==> src/sv/lprt_pkg.sv <==
// lprt_pkg.sv: shared types, codes and sizing constants for the linear-probe route table
`timescale 1ns / 1ps

package lprt_pkg;

	// table sizing (slot count must be a power of two)
	localparam int unsigned TABLE_SLOTS = 1024;
	localparam int unsigned SLOT_W      = $clog2(TABLE_SLOTS);
	localparam int unsigned OCC_W       = SLOT_W + 1;

	// load limit: a new key goes in only while occupancy * 10 < slots * 7
	localparam int unsigned LOAD_NUM   = 10;
	localparam int unsigned LOAD_DEN   = 7;
	localparam logic [OCC_W-1:0] LOAD_LIMIT =
		OCC_W'((TABLE_SLOTS * LOAD_DEN + LOAD_NUM - 1) / LOAD_NUM);

	// hash multiplier, only the low slot bits of the product are needed
	localparam logic [63:0] HASH_MULT = 64'h9E3779B97F4A7C15;
	localparam logic [SLOT_W-1:0] HASH_MULT_LO = HASH_MULT[SLOT_W-1:0];
	localparam int unsigned HASH_SHIFT = 32;

	// opcodes
	localparam logic [1:0] OP_PUT   = 2'd0;
	localparam logic [1:0] OP_GET   = 2'd1;
	localparam logic [1:0] OP_CLEAR = 2'd2;
	localparam logic [1:0] OP_NONE  = 2'd3;

	// status codes
	localparam logic [1:0] ST_OK     = 2'd0;
	localparam logic [1:0] ST_REJECT = 2'd1;
	localparam logic [1:0] ST_FULL   = 2'd2;

	// request and result transactions
	typedef struct packed {
		logic [1:0]  opcode;
		logic [63:0] key;
		logic [31:0] route_value;
	} req_t;

	typedef struct packed {
		logic [1:0]  status;
		logic [31:0] found_value;
	} res_t;

	// slot index source for the next cycle
	typedef enum logic [1:0] {
		IDX_HOLD = 2'd0,
		IDX_HASH = 2'd1,
		IDX_NEXT = 2'd2,
		IDX_ZERO = 2'd3
	} idx_sel_t;

	// controller to datapath
	typedef struct packed {
		logic       load;       // capture the request
		idx_sel_t   idx_sel;
		logic       wr_key;     // write key memory at current slot
		logic       key_zero;   // written key is zero (clear sweep)
		logic       wr_val;     // write value memory at current slot
		logic       occ_inc;
		logic       occ_clr;
		logic       finish;     // register a result
		logic [1:0] status;
		logic       use_found;  // result carries the stored value
	} cmd_t;

	// datapath to controller
	typedef struct packed {
		logic bad_put;    // zero key or zero value
		logic empty;      // slot under probe is empty
		logic match;      // slot under probe holds the key
		logic bound;      // last slot of the probe bound
		logic at_limit;   // occupancy has reached the load limit
		logic last_slot;  // current slot is the final one of the table
	} sts_t;

endpackage

==> src/sv/lprt_controller.sv <==
// lprt_controller.sv: sequencing state machine for put, get, clear and the reset sweep
`timescale 1ns / 1ps

module lprt_controller
	import lprt_pkg::*;
(
	input  logic       clk,
	input  logic       arst_n,
	input  logic       start,
	input  logic [1:0] opcode,
	input  sts_t       sts,
	output logic       busy,
	output cmd_t       cmd
);

	typedef enum logic [3:0] {
		S_IDLE  = 4'b0001,
		S_LOAD  = 4'b0010,
		S_PROBE = 4'b0100,
		S_CLEAR = 4'b1000
	} state_t;

	state_t     state_q, state_nxt;
	logic [1:0] op_q;
	logic       report_q;
	logic       accept;

	assign accept = start && (state_q == S_IDLE);
	assign busy   = (state_q != S_IDLE);

	// state, opcode and clear-report flag
	always_ff @(posedge clk or negedge arst_n) begin
		if (!arst_n) begin
			state_q  <= S_CLEAR;
			op_q     <= OP_NONE;
			report_q <= 1'b0;
		end else begin
			state_q <= state_nxt;
			if (accept) begin
				op_q     <= opcode;
				report_q <= 1'b1;
			end
		end
	end

	// next state and commands
	always_comb begin
		state_nxt     = state_q;
		cmd           = '0;
		cmd.idx_sel   = IDX_HOLD;
		cmd.status    = ST_OK;
		unique case (state_q)
			S_IDLE: begin
				if (accept) begin
					cmd.load = 1'b1;
					if (opcode == OP_CLEAR) begin
						cmd.idx_sel = IDX_ZERO;
						state_nxt   = S_CLEAR;
					end else begin
						state_nxt = S_LOAD;
					end
				end
			end
			S_LOAD: begin
				if ((op_q == OP_PUT && sts.bad_put) || op_q == OP_NONE) begin
					cmd.finish = 1'b1;
					cmd.status = (op_q == OP_PUT) ? ST_REJECT : ST_OK;
					state_nxt  = S_IDLE;
				end else begin
					cmd.idx_sel = IDX_HASH;
					state_nxt   = S_PROBE;
				end
			end
			S_PROBE: begin
				if (sts.empty) begin
					// key absent, first free slot found
					cmd.finish = 1'b1;
					state_nxt  = S_IDLE;
					if (op_q == OP_PUT) begin
						if (sts.at_limit) begin
							cmd.status = ST_FULL;
						end else begin
							cmd.wr_key  = 1'b1;
							cmd.wr_val  = 1'b1;
							cmd.occ_inc = 1'b1;
						end
					end
				end else if (sts.match) begin
					cmd.finish = 1'b1;
					state_nxt  = S_IDLE;
					if (op_q == OP_PUT) begin
						cmd.wr_val = 1'b1;
					end else begin
						cmd.use_found = 1'b1;
					end
				end else if (sts.bound) begin
					// whole table walked without a free slot
					cmd.finish = 1'b1;
					cmd.status = (op_q == OP_PUT) ? ST_FULL : ST_OK;
					state_nxt  = S_IDLE;
				end else begin
					cmd.idx_sel = IDX_NEXT;
				end
			end
			S_CLEAR: begin
				// sweep: zero one key slot per cycle
				cmd.wr_key   = 1'b1;
				cmd.key_zero = 1'b1;
				cmd.occ_clr  = 1'b1;
				cmd.idx_sel  = IDX_NEXT;
				if (sts.last_slot) begin
					cmd.finish = report_q;
					state_nxt  = S_IDLE;
				end
			end
			default: begin
				state_nxt = S_IDLE;
			end
		endcase
	end

endmodule

==> config.mk <==
export PLATFORM = sky130hd
export DESIGN_NAME = lprt_controller
export DESIGN_NICKNAME = d
export VERILOG_FILES = /design/src/sv/lprt_pkg.sv /design/src/sv/lprt_controller.sv
export SDC_FILE = /design/constraint.sdc
export NUM_CORES = 1
export LEC_CHECK = 0
export BUFFER_PORTS_ARGS = -buffer_cell sky130_fd_sc_hd__buf_4
export CORE_MARGIN = 2
export CORE_UTILIZATION = 39
export CTS_CLUSTER_SIZE = 30
export DETAILED_ROUTE_END_ITERATION = 12
export PLACE_DENSITY_LB_ADDON = 0.1
export SLEW_MARGIN = 20
export SYNTH_ARGS = -nofsm -noshare
export SYNTH_HDL_FRONTEND = slang
export SYNTH_SLANG_ARGS = --single-unit
==> constraint.sdc <==
create_clock -name clk -period 1.2 [get_ports clk]
set_input_delay 0.06 -clock clk [delete_from_list [all_inputs] [get_ports clk]]
set_output_delay 0.06 -clock clk [all_outputs]
set_load 0.02 [all_outputs]
; Word-level counts from Yosys, hierarchy flattened
; Cells that the tools add are included.
[classes]
n_eq_ne = 10
mux = 44
n_reduce_logical = 5
[ops]
columns = op, n
row1 = 4-bit two-way mux, 6
row2 = 2-bit two-way mux, 11
row3 = 1-bit two-way mux, 17
row4 = 4-bit case mux with 4 select lines, 1
row5 = 3-bit two-way mux, 5
row6 = 2-bit case mux with 4 select lines, 1
row7 = "2-bit == test, second input constant", 2
row8 = "4-bit by 1-bit == test with 1-bit output, second input constant", 1
row9 = "4-bit by 2-bit == test with 1-bit output, second input constant", 1
row10 = "4-bit by 3-bit == test with 1-bit output, second input constant", 1
row11 = "4-bit == test, second input constant", 1
row12 = "2-bit inequality test, second input constant", 2
row13 = "4-bit by 1-bit inequality test with 1-bit output, second input constant", 1
row14 = "4-bit inequality test, second input constant", 1
row15 = 2-bit case mux with 2 select lines, 1
row16 = 1-bit case mux with 3 select lines, 1
row17 = 3-bit AND reduction, 1
row18 = 1-bit logical AND, 2
row19 = 2-bit logical NOT, 1
row20 = 1-bit case mux with 2 select lines, 1
row21 = 1-bit logical OR, 1
[word_totals]
regBits = 7
input_bits = 11
out_inout_bits = 13
word_cells = 62

; Longest topological paths before layout
; Gate-level depths: netlist (run 1).
[logic_depth]
depth_word = 6
depth_mapped = 4
depth_no_buf = 3

; Least setup slack after synthesis (run 1)
; No wires, ideal clock.
[synth_path]
kind = register to output
startpoint = register state_q[0]
endpoint = output cmd[0] (netlist bit)
arrival_ns = 1.441
t_required_ns = 1.140
path_slack_ns = -0.301
path_stages_with_launch = 3
n_path_buf = 0
cell_sequence = dfrtp_1 -> or4b_4 -> nor4b_2
[synth_rtl]
columns = item, line_no
row1 = from (decl), lprt_controller.sv:23  ; state_t state_q, state_nxt;
row2 = from (signal assigned), lprt_controller.sv:38  ; state_q <= state_nxt;
row3 = to (decl), lprt_controller.sv:13  ; output cmd_t cmd

==> run metrics, run 1 <==
CP Capture Type output port; crit path kind reg -> out; hold_ws 0.0584 ns; Via density 5.13; synthesized instance count 52; delay-heaviest family, CP flip-flops; first-pass GRT wire length 2.02 mm; Die Y 40.5 um; sequential area share after synthesis 34.5%; DRT iter0 DRCs 6; per-instance average area after synthesis 9.99 um2; Arr. time, crit path 1.66 ns; Total Wirelength 1.40 mm; critical-path maximum fanout 5; unrepaired setup endpoints after global routing true; Setup violations, final 20; antenna violations before repair 0; Worst-path clk slew 0.05 ns; #FFs+latches synth 7; Cell Chain, Critical Path or4b_4 > o221ai_4 > buf_6; first-pass iteration count of the detailed router 2; Hold Crit Class in -> reg; buffers plus inverters on the worst setup path 1; clk sinks 7; Fillers 85; total CTS buffers 3; Pwr per Cell Area 1550 mW/mm2; Leak 0.482 nW; Die Area 0.00164 mm2; Setup crit start kind flop; TritonCTS clock tree done; CTS H-tree lvls 1; Buffers on Ports 23; smallest setup slack after layout -0.519 ns; Final Slew Violations 0; failing checks negative setup slack; max_cap viols 0; Mapped Area 519 um2; slowest library cell on the worst path dfstp_2; Rel. slew slack 77.1%; Detail Route Antenna Nets 0; CP max stage delay 0.57 ns; Initial Util 40.9%; Final Hold Viols 0; Worst IR Drop VDD 0.00115 V; clk_lat worst skew 0.24 ns; min Tclk post-route 1.72 ns; commonest non-fill, non-tap cell in the layout buf_4; proportion of layout cells with a drive suffix above 1 76.0%; vias in the first global route 502; NumNets Final 108; FMAX 582 MHz; CORE AREA 0.00127 mm2; Placer Congestion 0.741; num rows 13; total track usage 18.6%; top-level I/O count 24; largest net degree at the start of global routing 8; yosys warns 0; synthesis-to-layout area growth 95.9%; Routed WL per cell 12.6 um; most frequent cells in the layout buf_4, buf_6; fin util 80.2%; post-synth net total 63; status complete, but fails checks; worst slack, placed -0.277 ns; global route total overflow 0; final worst-path cycle share 143%; worst clock skew 0.00202 ns; Longest Clk Path Bufs 2; Die Width 40.5 um; synth unique cells 27; post-DP HPWL 1.07 mm; CTS root buf clkbuf_4; ant diodes 0; DRC 0; Req. time, crit path 1.14 ns; via count 569; Worst Tran Pin Value 0.343 ns
[per-layer routing]
layer	GRT usage, %	wire length, um
met4	5.00	0
met5	0	0
met1	22.9	594
met3	1.67	57
met2	33.7	751
[cells by family (layout without fill, tap and decap cells)]
family                 count (synthesis)  count (layout)  synth area share [%]
AO/OA/AOI/OAI                          8               8                  11.8
buffers and inverters                  5              49                  5.06
flip-flops                             7               7                  34.5
multiplexers                           2               2                  5.78
AND/OR/NAND/NOR                       30              30                  42.9
[Yosys cell counts]
library cell,n,area share [%]
nor2_1,6,4.3
nand2_1,5,3.6
dfrtp_1,4,19
dfstp_2,3,15
nor4b_2,3,8.7
o21ai_1,3,2.9
a211oi_1,2,2.9
buf_4,2,2.9
inv_1,2,1.4
mux2_4,2,5.8
nand2b_1,2,2.4
nand3_1,2,1.9
or4b_4,2,5.3
a221oi_1,1,1.7
a22oi_1,1,1.4
and2_1,1,1.2
and2_2,1,1.4
inv_2,1,0.72
nand2_2,1,1.2
nand3b_1,1,1.4
nor2b_1,1,1.2
nor3_1,1,0.96
nor3b_1,1,1.4
nor4b_4,1,4.6
o221ai_2,1,2.9
or2b_1,1,1.4
or3b_1,1,1.7
[report_power, final]
group	switching [mW]	internal, mW	total (mW)
combinational	0.400	0.552	0.952
clock	0.0708	0.126	0.197
sequential	0.0886	0.340	0.428
[area by class of cell]
type                    instances  area, um2  share of cell area, %
inverters                       3       13.8                   1.35
flip-flops and latches          7        181                   17.8
multi-input cells              40        404                   39.7
well taps                      15       18.8                   1.85
clock buffers                   4       26.3                   2.58
repair buffers                 42        373                   36.7
[path summary, 6_finish.rpt]
kind | from | endpoint | slack [ns] | cells past startpoint
setup / recovery | state_q[3] | cmd[3] | -0.52 | 3
max in group asynchronous | arst_n | state_q[3] | 0.82 | 2
min in group asynchronous | arst_n | state_q[0] | 0.17 | 2
hold / removal | opcode[1] | op_q[1] | 0.06 | 2
setup reg to reg | state_q[2] | op_q[0] | -0.40 | 6
hold reg to reg | report_q | report_q | 0.49 | 1
[timing repair]
item	CTS	global route
resized for setup	21	4
setup buffers	5	0
pin swaps	6	1
hold endpoints to repair	8	0
hold buffers	2	0
endpoints found under the setup margin	20	20
[registers in the layout, summed over array words and instances (netlist names)]
name	cells
state_q	4
report_q	1
op_q	2
[worst register-to-register path, cell delays in order, from the launching register on]
cell     delay [ns]
dfrtp_2        0.43
buf_6          0.13
nor4b_4        0.30
buf_4          0.19
nand2_4        0.06
buf_6          0.12
mux2_4         0.28
[through the flow]
stage	TNS (ns)	power, mW	area (um2)	std cells
finish	-7.41	1.58	1020	111
global route	-8.84	1.67	1020	111
CTS	-7.27	1.57	1000	111
detailed placement	-3.39	1.17	846	100
global placement	-3.17	1.16	846	100
floorplan	-1.73	0.849	583	52
Note: power is estimated with default switching activity, not from simulation.
==> run 2: changes to the inputs <==
--- a/config.mk
+++ b/config.mk
@@ -7,5 +7,4 @@
 export LEC_CHECK = 0
 export BUFFER_PORTS_ARGS = -buffer_cell sky130_fd_sc_hd__buf_4
-export CORE_MARGIN = 2
 export CORE_UTILIZATION = 39
 export CTS_CLUSTER_SIZE = 30
==> constraint.sdc (replaced) <==
create_clock -name clk -period 1.2 [get_ports clk]
set_input_delay 0.18 -clock clk [delete_from_list [all_inputs] [get_ports clk]]
set_output_delay 0.18 -clock clk [all_outputs]
set_load 0.005 [all_outputs]
==> run metrics, run 2 (synthesis results as in run 1) <==
status complete, but fails checks; failing checks negative setup slack; CORE AREA 0.00117 mm2; post-route cell area 905 um2; Worst-path clk slew 0.05 ns; Setup crit start kind flop; dpl cell area 772 um2; most frequent cells in the layout buf_4, buf_6, nand2_1; Worst IR Drop VDD 0.00119 V; Arr. time, crit path 1.62 ns; proportion of layout cells with a drive suffix above 1 68.8%; Buffers on Ports 23; Cell Chain, Critical Path or4b_4 > nor4b_4 > buf_4; num rows 12; first-pass iteration count of the detailed router 3; delay-heaviest family, CP simple AND/OR/NAND/NOR gates; Hold Crit Class in -> reg; post-DP HPWL 1.00 mm; final std cells w/o fill 107; CP max stage delay 0.58 ns; TritonCTS clock tree done; fin util 77.2%; NumNets Final 105; Die Width 38.5 um; Reg2Reg Setup Slack -0.54 ns; Detail Route Antenna Nets 0; clk_lat worst skew 0.24 ns; DRT iter0 DRCs 9; unrepaired setup endpoints after global routing true; Pwr per Cell Area 1490 mW/mm2; Critical R2R Launch state_q[3]; total track usage 22.9%; FF-to-FF path depth 6; Leak 0.438 nW; Hold Path End state_q[3]; clk sinks 7; Worst Tran Pin Value 0.312 ns; smallest setup slack after layout -0.604 ns; number of cells in the design after placement 96; Rel. slew slack 79.2%; max_cap viols 0; final worst-path cycle share 150%; DRC 0; top-level I/O count 24; first-pass GRT wire length 2.29 mm; ant diodes 0; Die Y 38.5 um; CTS H-tree lvls 1; CTS root buf clkbuf_4; buffers plus inverters on the worst setup path 1; crit path kind reg -> out; Final Slew Violations 0; critical-path maximum fanout 5; Largest Register state_q; antenna violations before repair 0; Via density 5.03; CP Capture Type output port; max FFs per register 4; vias in the first global route 536; Longest Clk Path Bufs 2; Final Hold Viols 0; hold path startpoint sts[0]; leading registers by flop count state_q (4), op_q (2), report_q (1); FMAX 554 MHz; Total Wirelength 1.40 mm; commonest non-fill, non-tap cell in the layout buf_4; Reg-to-Reg End state_q[0]; Req. time, crit path 1.02 ns; Routed WL per cell 13.1 um; via count 538; Die Area 0.00148 mm2; global route total overflow 0; worst clock skew 0.00228 ns; total CTS buffers 3; synthesis-to-layout area growth 74.2%; largest net degree at the start of global routing 8; hold depth 2; Initial Util 44.3%; Setup violations, final 20; Placer Congestion 0.743; min Tclk post-route 1.80 ns; slowest library cell on the worst path or4b_4
[run 2: cell count changes in the layout (fill, tap and decap cells not counted), sizes merged]
cell and delta:
buf -2, dlygate4sd3 -1
[run 2: worst max-delay path by stage]
| stage | from | endpoint | slack [ns] | cells after the start |
|---|---|---|---|---|
| after floorplan | state_q[3] | cmd[7] | -0.25 | 3 |
| after global placement | state_q[3] | state_q[0] | -0.34 | 4 |
| after detailed placement | state_q[3] | cmd[3] | -0.35 | 3 |
| after CTS | state_q[3] | cmd[3] | -0.59 | 3 |
| after global routing | state_q[3] | cmd[3] | -0.67 | 3 |
| final | state_q[0] | cmd[0] | -0.60 | 3 |
[run 2: layout make-up]
| type | count | area (um2) |
|---|---|---|
| fillers | 87 | 267 |
| inverters | 3 | 13.8 |
| flip-flops and latches | 7 | 183 |
| multi-input cells | 40 | 347 |
| clock buffers | 4 | 26.3 |
| repair buffers | 39 | 318 |
| well taps | 14 | 17.5 |
[run 2: worst register-to-register path, cell delays in order, from the launching register on]
cell and delay, ns:
dfstp_2 0.56, or4b_4 0.50, buf_4 0.17, buf_4 0.13, buf_6 0.11, nor2_2 0.08, a221oi_1 0.06
[run 2: what timing repair did]
action,in CTS,in global routing
setup endpoints to repair,20,20
pin swaps,2,4
hold buffers,1,0
gates resized for setup,11,4
endpoints found under the hold margin,7,0
buffers inserted,4,2
[run 2: metal layers]
| metal | share of wire [%] | up-vias | global-route usage, % | routed length (um) |
|---|---|---|---|---|
| met5 | 0 | - | 0 | 0 |
| met4 | 0 | 0 | 9.48 | 0 |
| met3 | 4.2 | 0 | 4.07 | 59 |
| met2 | 52 | 18 | 38.8 | 726 |
| met1 | 44 | 249 | 28.2 | 612 |
| li1 | - | 271 | - | - |
[run 2: report_power, final]
| group | leakage (nW) | internal (mW) | switching, mW |
|---|---|---|---|
| clock network | 0.0150 | 0.126 | 0.0747 |
| registers | 0.0739 | 0.342 | 0.0898 |
| logic | 0.349 | 0.434 | 0.278 |
[run 2: metrics by stage]
step,hold slack (ns),setup WS (ns),TNS (ns),total power [mW]
after floorplan,-0.116,-0.249,-1.80,0.754
after global placement,-0.00630,-0.342,-4.07,0.988
after detailed placement,-0.00690,-0.350,-4.25,1.00
after CTS,0.0905,-0.591,-8.52,1.33
after global routing,0.0843,-0.669,-10.93,1.44
final,0.102,-0.604,-9.26,1.34
==> run 3: changes to the inputs <==
- CORE_MARGIN: not set -> 3
==> run metrics, run 3 (synthesis results as in run 1) <==
via count 543; DRC 0; post-DP HPWL 1.03 mm; Die Width 42.5 um; switch share 33.8%; CTS root buf clkbuf_4; Detail Route Antenna Nets 0; met3 WL 112 um; min Tclk post-route 1.84 ns; Placer Congestion 0.798; leading registers by flop count state_q (4), op_q (2), report_q (1); Pwr per Cell Area 1430 mW/mm2; critical-path maximum fanout 6; hold depth 2; DRT iter0 DRCs 6; Comb pwr share 52.7%; antenna violations before repair 0; Setup violations, final 20; Fillers 79; Worst IR Drop VDD 0.000994 V; wl on met1 579 um; setup TNS -8.28 ns; Via density 5.07; fin util 81.7%; Hold Crit Class in -> reg; FMAX 542 MHz; Routed met2 length 773 um; Internal 907 uW; Rel. slew slack 76.3%; Sw Pwr 464 uW; Total Wirelength 1.47 mm; Final Hold Viols 0; commonest non-fill, non-tap cell in the layout buf_4; unrepaired setup endpoints after global routing true; crit path kind reg -> out; num rows 12; Routed WL per cell 13.7 um; proportion of layout cells with a drive suffix above 1 76.3%; Die Y 42.5 um; CP Capture Type output port; CORE AREA 0.00117 mm2; total CTS buffers 3; clk_lat worst skew 0.25 ns; Req. time, crit path 1.02 ns; FF-to-FF path depth 5; final worst-path cycle share 154%; total track usage 16.3%; clock share of power 15.2%; max FFs per register 4; largest net degree at the start of global routing 8; failing checks negative setup slack; global route total overflow 0; Final Slew Violations 0; top-level I/O count 24; hold_ws 0.120 ns; Initial Util 44.3%; NumNets Final 105; Die Area 0.00181 mm2; Longest Clk Path Bufs 2; smallest setup slack after layout -0.644 ns; status complete, but fails checks; max_cap viols 0; Worst Tran Pin Value 0.355 ns; Buffers on Ports 23; Setup crit start kind flop; vias in the first global route 487; Worst-path clk slew 0.05 ns; Leak 0.461 nW; CTS H-tree lvls 1; synthesis-to-layout area growth 84.3%; Largest Register state_q; first-pass iteration count of the detailed router 4; TritonCTS clock tree done; Seq pwr share 32.0%; worst clock skew 0.00656 ns; ant diodes 0; worst slack, placed -0.353 ns; Arr. time, crit path 1.66 ns; first-pass GRT wire length 2.23 mm; most frequent cells in the layout buf_4, buf_6; top sig layer met3; clk sinks 7
[run 3: cell count changes in the layout (fill, tap and decap cells not counted), moves of 2 or more]
cell	previous run	this run
buf_4	32	28
nand2_1	5	3
inv_2	0	2
nor2_4	0	2
nand2_2	0	3
buf_6	6	10
[run 3: timing repair]
action	in CTS	in global routing
setup endpoints to repair	20	20
resized for setup	12	15
endpoints found under the hold margin	7	0
cloned	0	0
pin swaps	4	4
hold buffers	1	0
setup buffers	1	5
[run 3: cell type report]
cell class	instances	area, um2	area share, %
multi-input cells	40	387	40.4
repair buffers	39	333	34.8
flip-flops and latches	7	183	19.1
clock buffers	4	26.3	2.75
well taps	14	17.5	1.83
inverters	3	11.3	1.18
[run 3: stage by stage]
stage                     instances  instance area, um2  power (mW)
after floorplan                  52                 533       0.754
after global placement           96                 772       0.990
after detailed placement         96                 772        1.00
after CTS                       102                 857        1.30
after global routing            107                 957        1.46
final                           107                 957        1.37
[run 3: worst paths after layout]
path | start | to | slack (ns)
max | state_q[3] | cmd[3] | -0.64
min | sts[0] | state_q[3] | 0.12
max reg2reg | state_q[2] | op_q[1] | -0.34
min reg2reg | report_q | report_q | 0.52
max in group asynchronous | arst_n | state_q[3] | 0.70
min in group asynchronous | arst_n | state_q[0] | 0.29
[run 3: power by group through the flow]
stage / clock, mW / combinational (mW) / sequential [mW]
after global placement: 0 / 0.566 / 0.424
after global routing: 0.228 / 0.786 / 0.449
after floorplan: 0 / 0.332 / 0.423
after detailed placement: 0 / 0.574 / 0.429
final: 0.209 / 0.723 / 0.439
after CTS: 0.219 / 0.651 / 0.429
[run 3: worst max-delay path: stages (launching register included)]
cell and delay (ns):
dfstp_2 0.58, or4b_4 0.53, o221ai_2 0.17, buf_4 0.14
[run 3: routing by layer]
layer  GRT usage [%]  vias to the layer above
met4            5.59                        0
met3            2.58                        0
li1                -                      269
met5               0                        -
met1            19.4                      244
met2            29.2                       30
